$ cat src/rtl/vucrp_pkg.sv
// ----------------------------------------------------------------------------
// vucrp_pkg
// Types and constants shared by the video unit processor register port.
// ----------------------------------------------------------------------------
package vucrp_pkg;

  localparam int unsigned OAM_BYTES = 256;
  localparam int unsigned OAM_AW    = $clog2(OAM_BYTES);

  localparam logic [14:0] ADDR_INC_ROW  = 15'h0020;
  localparam logic [14:0] ADDR_INC_COL  = 15'h0001;
  localparam logic [5:0]  PALETTE_PAGE  = 6'h3F;

  typedef enum logic [1:0] {
    CMD_WRITE      = 2'd0,
    CMD_READ       = 2'd1,
    CMD_MEM_RETURN = 2'd2,
    CMD_EVENT      = 2'd3
  } cmd_t;

  typedef enum logic [2:0] {
    REG_CTRL     = 3'd0,
    REG_MASK     = 3'd1,
    REG_STATUS   = 3'd2,
    REG_OAM_PTR  = 3'd3,
    REG_OAM_DATA = 3'd4,
    REG_SCROLL   = 3'd5,
    REG_ADDRESS  = 3'd6,
    REG_DATA     = 3'd7
  } reg_t;

  typedef enum logic [1:0] {
    KIND_NONE      = 2'd0,
    KIND_READ_DATA = 2'd1,
    KIND_MEM_WRITE = 2'd2,
    KIND_MEM_READ  = 2'd3
  } kind_t;

  typedef struct packed {
    logic [1:0] command;
    logic [2:0] reg_index;
    logic [7:0] write_data;
    logic [7:0] mem_data;
    logic [3:0] event_flags;
  } in_item_t;

  typedef struct packed {
    logic [1:0]  access_kind;
    logic [13:0] mem_address;
    logic [7:0]  data_out;
    logic [14:0] current_address;
    logic [14:0] temp_address;
    logic [2:0]  fine_x_out;
    logic [7:0]  ctrl_out;
    logic [7:0]  mask_out;
    logic        nmi_request;
  } out_item_t;

  typedef struct packed {
    logic              we;
    logic [OAM_AW-1:0] waddr;
    logic [7:0]        wdata;
    logic [OAM_AW-1:0] raddr;
  } oam_req_t;

endpackage

$ cat src/rtl/video_unit_cpu_register_port.sv
// ----------------------------------------------------------------------------
// video_unit_cpu_register_port
// Processor register port of a tile video unit with loopy scroll registers.
//
//   channel  | direction | handshake          | payload
//   ---------+-----------+--------------------+---------------------
//   in_      | input     | in_valid/in_stall  | in_item  (in_item_t)
//   out_     | output    | out_valid/out_stall| out_item (out_item_t)
//
// One item per cycle sustained while out_stall is low; from acceptance to
// result an item passes the input register, then the result register.
// The sprite memory read port is pre-addressed with the next pointer, so an
// attribute read completes in the same single pass.
// Synchronous active-low reset clears all control and scroll state.
// in_stall rises only while a result is held and out_stall is high.
// ----------------------------------------------------------------------------
module video_unit_cpu_register_port (
  input  logic                 clk,
  input  logic                 rst_n,
  input  logic                 in_valid,
  output logic                 in_stall,
  input  vucrp_pkg::in_item_t  in_item,
  output logic                 out_valid,
  input  logic                 out_stall,
  output vucrp_pkg::out_item_t out_item
);
  import vucrp_pkg::*;

  logic      in_valid_r;
  in_item_t  in_item_r;
  logic      out_valid_r;
  out_item_t out_item_r;
  logic      proc_go;
  logic      out_free;
  oam_req_t  oam_req;
  logic [7:0] oam_rd_data;
  out_item_t result;

  assign out_free = !out_valid_r || !out_stall;
  assign proc_go  = in_valid_r && out_free;
  assign in_stall = in_valid_r && !out_free;

  always_ff @(posedge clk) begin
    if (!rst_n) begin
      in_valid_r <= 1'b0;
    end else if (!in_stall) begin
      in_valid_r <= in_valid;
    end
  end

  always_ff @(posedge clk) begin
    if (!in_stall && in_valid) begin
      in_item_r <= in_item;
    end
  end

  always_ff @(posedge clk) begin
    if (!rst_n) begin
      out_valid_r <= 1'b0;
    end else if (out_free) begin
      out_valid_r <= proc_go;
    end
  end

  always_ff @(posedge clk) begin
    if (proc_go) begin
      out_item_r <= result;
    end
  end

  vucrp_core u_core (
    .clk         (clk),
    .rst_n       (rst_n),
    .go          (proc_go),
    .item        (in_item_r),
    .oam_rd_data (oam_rd_data),
    .oam_req     (oam_req),
    .result      (result)
  );

  vucrp_oam_ram #(
    .DEPTH (OAM_BYTES)
  ) u_oam_ram (
    .clk   (clk),
    .we    (oam_req.we),
    .waddr (oam_req.waddr),
    .wdata (oam_req.wdata),
    .raddr (oam_req.raddr),
    .rdata (oam_rd_data)
  );

  assign out_valid = out_valid_r;
  assign out_item  = out_item_r;

`ifndef SYNTHESIS
  a_stall_cause: assert property (@(posedge clk) disable iff (!rst_n)
    in_stall |-> (out_valid && out_stall))
    else $error("input stalled without output back-pressure");

  a_drain: assert property (@(posedge clk) disable iff (!rst_n)
    (out_valid && !out_stall && !proc_go) |=> !out_valid)
    else $error("result repeated after delivery");

  a_nmi_quiet: assert property (@(posedge clk) disable iff (!rst_n)
    (out_valid && out_item.nmi_request) |-> (out_item.access_kind == KIND_NONE))
    else $error("interrupt request alongside an access");

  a_addr_idle: assert property (@(posedge clk) disable iff (!rst_n)
    (out_valid && (out_item.access_kind == KIND_NONE ||
                   out_item.access_kind == KIND_READ_DATA))
    |-> (out_item.mem_address == '0))
    else $error("memory address set without memory access");
`endif

endmodule

$ cat src/rtl/vucrp_oam_ram.sv
// ----------------------------------------------------------------------------
// vucrp_oam_ram
// Sprite attribute memory: one write port, one registered read port.
// ----------------------------------------------------------------------------
module vucrp_oam_ram #(
  parameter int unsigned DEPTH = 256,
  parameter int unsigned AW    = $clog2(DEPTH)
) (
  input  logic          clk,
  input  logic          we,
  input  logic [AW-1:0] waddr,
  input  logic [7:0]    wdata,
  input  logic [AW-1:0] raddr,
  output logic [7:0]    rdata
);

  logic [7:0] mem [DEPTH];
  logic [7:0] rdata_r;

  always_ff @(posedge clk) begin
    if (we) begin
      mem[waddr] <= wdata;
    end
  end

  // write-first on address collision
  always_ff @(posedge clk) begin
    if (we && (waddr == raddr)) begin
      rdata_r <= wdata;
    end else begin
      rdata_r <= mem[raddr];
    end
  end

  assign rdata = rdata_r;

endmodule

$ cat src/rtl/vucrp_core.sv
// ----------------------------------------------------------------------------
// vucrp_core
// Register state and single-pass update for one item.
// ----------------------------------------------------------------------------
module vucrp_core (
  input  logic                clk,
  input  logic                rst_n,
  input  logic                go,
  input  vucrp_pkg::in_item_t item,
  input  logic [7:0]          oam_rd_data,
  output vucrp_pkg::oam_req_t oam_req,
  output vucrp_pkg::out_item_t result
);
  import vucrp_pkg::*;

  logic [7:0]        ctrl_r, ctrl_nxt;
  logic [7:0]        mask_r, mask_nxt;
  logic [14:0]       cur_r, cur_nxt;
  logic [14:0]       tmp_r, tmp_nxt;
  logic [2:0]        fine_x_r, fine_x_nxt;
  logic              toggle_r, toggle_nxt;
  logic [OAM_AW-1:0] oam_ptr_r, oam_ptr_nxt;
  logic [7:0]        rbuf_r, rbuf_nxt;
  logic [7:0]        latch_r, latch_nxt;
  logic [4:0]        last_r, last_nxt;
  logic              vbl_r, vbl_nxt;
  logic              ovf_r, ovf_nxt;
  logic              hit_r, hit_nxt;
  logic              pal_r, pal_nxt;

  logic [14:0] inc;
  logic [7:0]  status;
  kind_t       kind;
  logic [13:0] addr;
  logic [7:0]  data;
  logic        nmi;

  always_ff @(posedge clk) begin
    if (!rst_n) begin
      ctrl_r    <= '0;
      mask_r    <= '0;
      cur_r     <= '0;
      tmp_r     <= '0;
      fine_x_r  <= '0;
      toggle_r  <= 1'b0;
      oam_ptr_r <= '0;
      rbuf_r    <= '0;
      latch_r   <= '0;
      last_r    <= '0;
      vbl_r     <= 1'b0;
      ovf_r     <= 1'b0;
      hit_r     <= 1'b0;
      pal_r     <= 1'b0;
    end else if (go) begin
      ctrl_r    <= ctrl_nxt;
      mask_r    <= mask_nxt;
      cur_r     <= cur_nxt;
      tmp_r     <= tmp_nxt;
      fine_x_r  <= fine_x_nxt;
      toggle_r  <= toggle_nxt;
      oam_ptr_r <= oam_ptr_nxt;
      rbuf_r    <= rbuf_nxt;
      latch_r   <= latch_nxt;
      last_r    <= last_nxt;
      vbl_r     <= vbl_nxt;
      ovf_r     <= ovf_nxt;
      hit_r     <= hit_nxt;
      pal_r     <= pal_nxt;
    end
  end

  assign inc    = ctrl_r[2] ? ADDR_INC_ROW : ADDR_INC_COL;
  assign status = {vbl_r, hit_r, ovf_r, last_r};

  always_comb begin
    ctrl_nxt    = ctrl_r;
    mask_nxt    = mask_r;
    cur_nxt     = cur_r;
    tmp_nxt     = tmp_r;
    fine_x_nxt  = fine_x_r;
    toggle_nxt  = toggle_r;
    oam_ptr_nxt = oam_ptr_r;
    rbuf_nxt    = rbuf_r;
    latch_nxt   = latch_r;
    last_nxt    = last_r;
    vbl_nxt     = vbl_r;
    ovf_nxt     = ovf_r;
    hit_nxt     = hit_r;
    pal_nxt     = pal_r;
    kind        = KIND_NONE;
    addr        = '0;
    data        = '0;
    nmi         = 1'b0;
    oam_req.we    = 1'b0;
    oam_req.waddr = oam_ptr_r;
    oam_req.wdata = item.write_data;

    case (item.command)
      CMD_WRITE: begin
        latch_nxt = item.write_data;
        if (item.reg_index != REG_STATUS) begin
          last_nxt = item.write_data[4:0];
        end
        case (item.reg_index)
          REG_CTRL: begin
            ctrl_nxt         = item.write_data;
            tmp_nxt[11:10]   = item.write_data[1:0];
          end
          REG_MASK: begin
            mask_nxt = item.write_data;
          end
          REG_OAM_PTR: begin
            oam_ptr_nxt = item.write_data[OAM_AW-1:0];
          end
          REG_OAM_DATA: begin
            oam_req.we  = go;
            oam_ptr_nxt = oam_ptr_r + 1'b1;
          end
          REG_SCROLL: begin
            if (toggle_r) begin
              tmp_nxt[14:12] = item.write_data[2:0];
              tmp_nxt[9:5]   = item.write_data[7:3];
              toggle_nxt     = 1'b0;
            end else begin
              fine_x_nxt   = item.write_data[2:0];
              tmp_nxt[4:0] = item.write_data[7:3];
              toggle_nxt   = 1'b1;
            end
          end
          REG_ADDRESS: begin
            if (toggle_r) begin
              tmp_nxt[7:0] = item.write_data;
              cur_nxt      = tmp_nxt;
              toggle_nxt   = 1'b0;
            end else begin
              tmp_nxt[14]   = 1'b0;
              tmp_nxt[13:8] = item.write_data[5:0];
              toggle_nxt    = 1'b1;
            end
          end
          REG_DATA: begin
            kind    = KIND_MEM_WRITE;
            addr    = cur_r[13:0];
            data    = item.write_data;
            cur_nxt = {1'b0, cur_r[13:0]} + inc;
          end
          default: begin
          end
        endcase
      end
      CMD_READ: begin
        case (item.reg_index)
          REG_STATUS: begin
            vbl_nxt    = 1'b0;
            toggle_nxt = 1'b0;
            latch_nxt  = status;
            kind       = KIND_READ_DATA;
            data       = status;
          end
          REG_OAM_DATA: begin
            latch_nxt = oam_rd_data;
            kind      = KIND_READ_DATA;
            data      = oam_rd_data;
          end
          REG_DATA: begin
            kind    = KIND_MEM_READ;
            addr    = cur_r[13:0];
            cur_nxt = cur_r + inc;
            if (cur_r[13:8] == PALETTE_PAGE) begin
              pal_nxt = 1'b1;
            end else begin
              latch_nxt = rbuf_r;
              data      = rbuf_r;
            end
          end
          default: begin
            kind = KIND_READ_DATA;
            data = latch_r;
          end
        endcase
      end
      CMD_MEM_RETURN: begin
        rbuf_nxt = item.mem_data;
        if (pal_r) begin
          pal_nxt   = 1'b0;
          latch_nxt = item.mem_data;
          kind      = KIND_READ_DATA;
          data      = item.mem_data;
        end
      end
      default: begin
        if (item.event_flags[1]) begin
          vbl_nxt = 1'b0;
          ovf_nxt = 1'b0;
          hit_nxt = 1'b0;
        end
        if (item.event_flags[0]) begin
          vbl_nxt = 1'b1;
          nmi     = ctrl_r[7];
        end
        if (item.event_flags[2]) begin
          ovf_nxt = 1'b1;
        end
        if (item.event_flags[3]) begin
          hit_nxt = 1'b1;
        end
      end
    endcase

    // read port follows the pointer the next item will see
    oam_req.raddr = go ? oam_ptr_nxt : oam_ptr_r;
  end

  always_comb begin
    result.access_kind     = kind;
    result.mem_address     = addr;
    result.data_out        = data;
    result.current_address = cur_nxt;
    result.temp_address    = tmp_nxt;
    result.fine_x_out      = fine_x_nxt;
    result.ctrl_out        = ctrl_nxt;
    result.mask_out        = mask_nxt;
    result.nmi_request     = nmi;
  end

endmodule

$ cat config.mk
export PLATFORM = sky130hd
export DESIGN_NAME = video_unit_cpu_register_port
export DESIGN_NICKNAME = d
export VERILOG_FILES = /design/src/rtl/vucrp_pkg.sv /design/src/rtl/video_unit_cpu_register_port.sv /design/src/rtl/vucrp_oam_ram.sv /design/src/rtl/vucrp_core.sv
export SDC_FILE = /design/constraint.sdc
export NUM_CORES = 2
export LEC_CHECK = 0
export BUFFER_PORTS_ARGS = -buffer_cell sky130_fd_sc_hd__buf_2
export CORE_MARGIN = 2
export CORE_UTILIZATION = 60
export CTS_CLUSTER_SIZE = 28
export DETAILED_ROUTE_END_ITERATION = 8
export PLACE_DENSITY = 0.79
export SYNTH_ARGS = -nofsm -noshare
export SYNTH_HDL_FRONTEND = slang
export SYNTH_SLANG_ARGS = --single-unit
$ cat constraint.sdc
create_clock -name clk -period 8.9 [get_ports clk]
set_input_delay 0.89 -clock clk [delete_from_list [all_inputs] [get_ports clk]]
set_output_delay 0.89 -clock clk [all_outputs]
set_load 0.05 [all_outputs]
## After elaboration in Yosys (flattened, before gate mapping)

Memory sizes are Yosys's and may differ from the RTL's. A register that Yosys moved wholly into a read port is not among the register bits.
Cells that the tools add are included.

- RAM bits: 2048
- Memories kept: 1
- Output and inout bits: 76
- Word-level logic and storage cells: 138
- Flip-flop bits (word level): 184

- Add/subtract/negate cells: 3
- Equal/unequal tests: 18
- Bitwise gates (word level): 3
- Reduce and logical (&&, ||, !) cells: 30
- Mux-type cells: 53

Memories:

| name | words | bits a word | rd ports | clocked after Yosys merged registers in | wr ports | RTL line | RTL |
|---|---|---|---|---|---|---|---|
| u_oam_ram.mem | 256 | 8 | 1 | 1 | 1 | vucrp_oam_ram.sv:17 | `logic [7:0] mem [DEPTH];` |

Operators by type and width:

| cell | number |
|---|---|
| $mux W8 | 12 |
| $pmux W8 S3 | 4 |
| $pmux W15 S2 | 2 |
| $mux W15 | 3 |
| $pmux W10 S2 | 1 |
| $pmux W8 S2 | 1 |
| $add A14 B15 Y15 | 1 |
| $add A15 B15 Y15 | 1 |
| $mux W1 | 14 |
| $eq A3 B3 Y1 const B | 4 |
| $mux W3 | 4 |
| $reduce_and A4 Y1 | 3 |
| $mux W5 | 2 |
| $reduce_and A3 Y1 | 3 |
| $add A8 B1 Y8 const B | 1 |
| $reduce_bool A2 Y1 | 4 |
| $mux W7 | 1 |
| $eq A3 B2 Y1 const B | 2 |
| $eq A6 B6 Y1 const B | 1 |
| $mux W6 | 1 |
| $ne A2 B2 Y1 const B | 3 |
| $pmux W1 S2 | 3 |
| $pmux W2 S3 | 1 |
| $pmux W3 S2 | 1 |
| 21 further kinds | 34 |

## Depth between registers and ports, before layout

- Depth after elaboration: 7
- Depth in mapped cells: 19
- Mapped depth without buffers: 12

## By module

A second synthesis with hierarchy kept.

- Cell total of the unflattened synthesis: 4698
- Area, all modules: 88847.7 um^2

Modules (own cells, without submodules):

| module | instances | cells each | area an instance (um^2) |
|---|---|---|---|
| vucrp_oam_ram | 1 | 3733 | 79556.3 |
| vucrp_core | 1 | 858 | 6234.7 |
| video_unit_cpu_register_port | 1 | 107 | 3056.7 |

## Worst setup path after synthesis

No wires, ideal clock.

- Path kind: reg2reg
- Start point: reg in_item_r[13] (netlist bit)
- End point: reg u_oam_ram.rdata_r[0] (netlist: u_oam_ram.rdata[0]) (read register of u_oam_ram.mem)
- Clock period less this slack: 6.115 ns
- Arrival: 5.981 ns
- Path slack: 2.785 ns
- Path buffers: 3
- Library setup time: 0.134 ns
- Cell stages (with the launch flop): 11
- Path through: edfxtp_1 > and4b_1 > o211ai_1 > a21bo_1 > buf_2 > buf_2 > buf_1 > mux4_2 > a2111oi_0 > nor3_1 > or4_1

- Longest elaborated chain between the ends: 3

RTL lines:

| what | RTL line | RTL |
|---|---|---|
| start, declared | video_unit_cpu_register_port.sv:30 | `in_item_t in_item_r;` |
| start signal, assigned | video_unit_cpu_register_port.sv:53 | `in_item_r <= in_item;` |
| $pmux W8 S2 | vucrp_core.sv:104 | `case (item.reg_index)` |
| $mux W8 | vucrp_core.sv:98 | `case (item.command)` |
| $mux W8 | vucrp_core.sv:211 | `oam_req.raddr = go ? oam_ptr_nxt : oam_ptr_r;` |
| end, declared | vucrp_oam_ram.sv:18 | `logic [7:0] rdata_r;` |

No other way between the ends.
A chain may end at the register's enable or synchronous reset.

## Final worst setup path

- Start point: reg in_item_r[22] (netlist bit)
- End point: reg u_oam_ram.rdata_r[2] (netlist: u_oam_ram.rdata[2]) (read register of u_oam_ram.mem)

- Longest elaborated chain between the ends: 4

RTL lines:

| what | RTL line |
|---|---|
| $eq A3 B3 Y1 or $eq A3 B2 Y1 (tied branches) | vucrp_core.sv:104 |
| $pmux W8 S2 (*) | vucrp_core.sv:104 |
| $mux W8 (*) | vucrp_core.sv:98 |
| $mux W8 (*) | vucrp_core.sv:211 |

Mark *: on every way between the ends. The rest lies on a longest branch, timed or not.

==> impl_summary.log <==
INFO  metric worstPathArrival = 7190 ps
INFO  metric first_global_vias = ~56000
INFO  metric routed_wire_length_per_instance = ~28 um
INFO  metric drc_errors = 0
INFO  metric yosys.cell_count.top_type = edfxtp_1
INFO  metric floorplan.core_area = ~150000 sq um
INFO  metric clkSinkCount = roughly 2200
INFO  metric clk_pin_slew_worst_paths = ~60 ps
INFO  metric hp-class = in2reg
INFO  metric final.setup_skew = between 30 and 40 ps
INFO  metric synth.cell_area = around 89000 sq um
INFO  metric start_kind = flip-flop
INFO  metric peak_ir_drop_on_the_vdd_network = roughly 0.00025 V
INFO  metric timing_worst_slew_pin_value = 1250 ps
INFO  metric cp_cell_sequence = nor3b_2 > o211ai_1 > a21boi_4 > buf_12 > buf_12 > a21oi_1 > a32oi_1 > o21ai_0 > or4_1 > nor3_1 > or4_1
INFO  metric num_rows = 141
INFO  metric critical_path.top_delay_family = simple AND/OR/NAND/NOR gates
INFO  metric slew_violations = 0
INFO  metric power_switching = around 4600 uW
INFO  metric cp_slowest_stage_delay = 980 ps
INFO  metric regToRegSetupSlack = approximately 2500 ps
INFO  metric ctsHoldBuffers = 0
INFO  metric worstSetupEndpointType = flip-flop
INFO  metric synth_top_area_cell = edfxtp_1
INFO  metric detailedPlacementHpwl = 139 mm
INFO  metric routed_wirelength = about 240 mm
INFO  metric synth_top_cells_by_area = edfxtp_1, nand2_1, nand3_1
INFO  metric layout_min_cycle_time = 6370 ps
INFO  metric max-slew-margin-rel = between 10% and 20%
INFO  metric design.final.nets = between 6000 and 7000
INFO  metric setup.worst_path.class = reg2reg
INFO  metric syn_to_final_growth = 10.1%
INFO  metric critPathMaxFanout = about 180
INFO  metric post_route_cells_drive_above_1_share = a little over 9%
INFO  metric report.final.setup_viol = 0
INFO  metric grt_overflow = 0
INFO  metric htreeDepth = 4
INFO  metric number_of_clock_buffers_inserted_by_tritoncts = 213
INFO  metric max_cap_viol_count = 0
INFO  metric grt_setup_unrepaired = false
INFO  metric cts_repair_resize_count = 0
INFO  metric seq_area_frac_synth = 74.3%
INFO  metric status = complete, no violations
INFO  metric grt_first_pass_wirelength = between 300 and 400 mm
INFO  metric fmax = between 150 and 200 MHz
INFO  metric synthesis_stage_register_bit_count = roughly 2200
INFO  metric critPathBufInv = 2
INFO  metric io_pins = 105
INFO  metric clkLatencyLatePin = approximately 870 ps
INFO  metric initial_core_util = 60.4%
INFO  metric power_density = ~220 nW/um^2
INFO  metric switching_share = 21.4%
INFO  metric synth_top_area_share = between 70% and 80%
INFO  metric cts-root-buf = clkbuf_16
INFO  metric first_drt_iteration_drcs = 10200
INFO  metric cts_tree = yes
INFO  metric total_power = about 21000 uW
INFO  metric clock_power_share = about two fifths
INFO  metric postLayoutCoreUtil = 66.6%
INFO  metric synth-edff-count = 2147
INFO  metric synth.cells.most_frequent = edfxtp_1, nand2_1, nand3_1, nor2_1, a21oi_1
INFO  metric ys_async_sr_fraction = 0%
INFO  metric count_of_mapped_cells_out_of_synthesis = between 6000 and 7000
INFO  metric via_count = around 58000
INFO  metric synth.avg_cell_area = around 14 sq um
INFO  metric postSynth.topFlopCell = edfxtp_1
INFO  metric combPwrFrac = under 10%
INFO  metric floorplan.die.width = 390 um
INFO  metric globalplace.congestion = between 0.9 and 1
INFO  metric synth_fp_nets = around 6600
INFO  metric internal-power = 16700 uW
INFO  metric final.setup.tns = 0 ps
INFO  metric hold-worst-slack = slightly below 200 ps
INFO  metric drt-vias-per-instance = ~6.8
INFO  metric grt_util_all_layers = a little under a third
INFO  metric portBuffers = approximately 100
INFO  metric power.share.sequential = a little over half
INFO  metric route.antenna.remaining_nets = 0
INFO  metric grt_antenna_before_repair = 13
INFO  metric grt_max_degree = about 210
INFO  metric die_outline_area = ~150000 sq um
INFO  metric chipHeight = around 390 um
INFO  metric period_share = 71.6%
INFO  metric setup_repair_bufs_after_cts = 0
INFO  metric count_of_endpoints_failing_hold_in_the_final_timing_report = 0
INFO  metric ys_warn_count = 0
INFO  metric library_cells_used_by_synthesis = 76
INFO  metric static-leakage-power = ~0.033 uW
INFO  metric cts_buffer_depth = 3
INFO  metric critical_path_required = 9720 ps
INFO  metric drt-pass1-iter-count = 9
INFO  metric cpMaxStageDelayCell = nor3b_2
power groups by stage:
stage                     Combinational (uW)  Sequential, uW  Clock [uW]
final                                    775           11600        8870
after global routing                     810           11600        9290
after CTS                                755           11600        8880
after detailed placement                 750           11900           0
after global placement                   730           11900           0
after floorplan                          336           12000           0
flip-flops by register name (all words and copies together), names as in the netlist, 3 cells and up:
signal	count
u_oam_ram.mem	2048
out_item	74
in_item_r	25
u_core.cur_r	15
u_core.tmp_r	15
u_core.ctrl_r	8
u_core.latch_r	8
u_core.mask_r	8
u_core.oam_ptr_r	8
u_core.rbuf_r	8
u_oam_ram.rdata	8
u_core.last_r	5
u_core.fine_x_r	3
worst paths after layout:
check,startpoint,endpoint,depth (start not counted)
max,in_item_r[22]$_DFFE_PP_,u_oam_ram.rdata[2]$_DFF_P_,11
min,in_item[17],in_item_r[17]$_DFFE_PP_,1
max reg2reg,in_item_r[22]$_DFFE_PP_,u_oam_ram.rdata[2]$_DFF_P_,11
min reg2reg,u_core.fine_x_r[1]$_SDFFE_PN0N_,u_core.fine_x_r[1]$_SDFFE_PN0N_,2
cell families after synthesis:
group / synth area share (%)
AO/OA/AOI/OAI: 7.59
XOR/XNOR: 0.0294
adder cells (fa/ha/maj): 0.154
buffers and inverters: 2.21
flip-flops: 74.3
multiplexers: 3.23
AND/OR/NAND/NOR: 12.5
metal layers:
layer	vias up	routed length, um	GRT usage [%]
met5	-	138	0
met4	18	14100	16.6
met3	724	32200	7.79
met2	4543	111000	47.7
met1	28500	84900	42.9
li1	24700	-	-
final cells by class:
| type | instances | area, sq um |
|---|---|---|
| multi-input cells | 3858 | 21100 |
| well taps | 1930 | 2410 |
| diodes | 2 | 5.00 |
| fillers | 9518 | 49400 |
| inverters | 13 | 51.3 |
| clock inverters | 108 | 1030 |
| repair buffers | 217 | 1540 |
| clock buffers | 287 | 5760 |
| flip-flops and latches | 2240 | 66300 |
worst reg2reg max path: stages (launching register included):
cell and delay, ps:
edfxtp_1 700, nor3b_2 980, o211ai_1 430, a21boi_4 620, buf_12 610, buf_12 710
a21oi_1 190, a32oi_1 350, o21ai_0 220, or4_1 620, nor3_1 710, or4_1 200
placed cells by master, fill, tap and decap left out, types with 99 or more instances in the layout:
cell / Yosys / routed
a21oi_1: 316 / 316
nand2_1: 1577 / 1573
a32oi_1: 204 / 204
mux2i_1: 123 / 123
nand3_1: 421 / 415
buf_2: 80 / 104
edfxtp_1: 2147 / 2147
buf_4: 9 / 99
clkbuf_16: 0 / 215
nor2_1: 399 / 394
metrics by stage:
stage	setup WS, ps	cell area [sq um]	std cells
global placement	2860	91500	8258
finish	2530	98300	8655
floorplan	2780	89300	6576
detailed placement	2750	91500	8258
global route	2410	98300	8654
CTS	2750	98300	8653
Note: power is estimated with default switching activity, not from simulation.
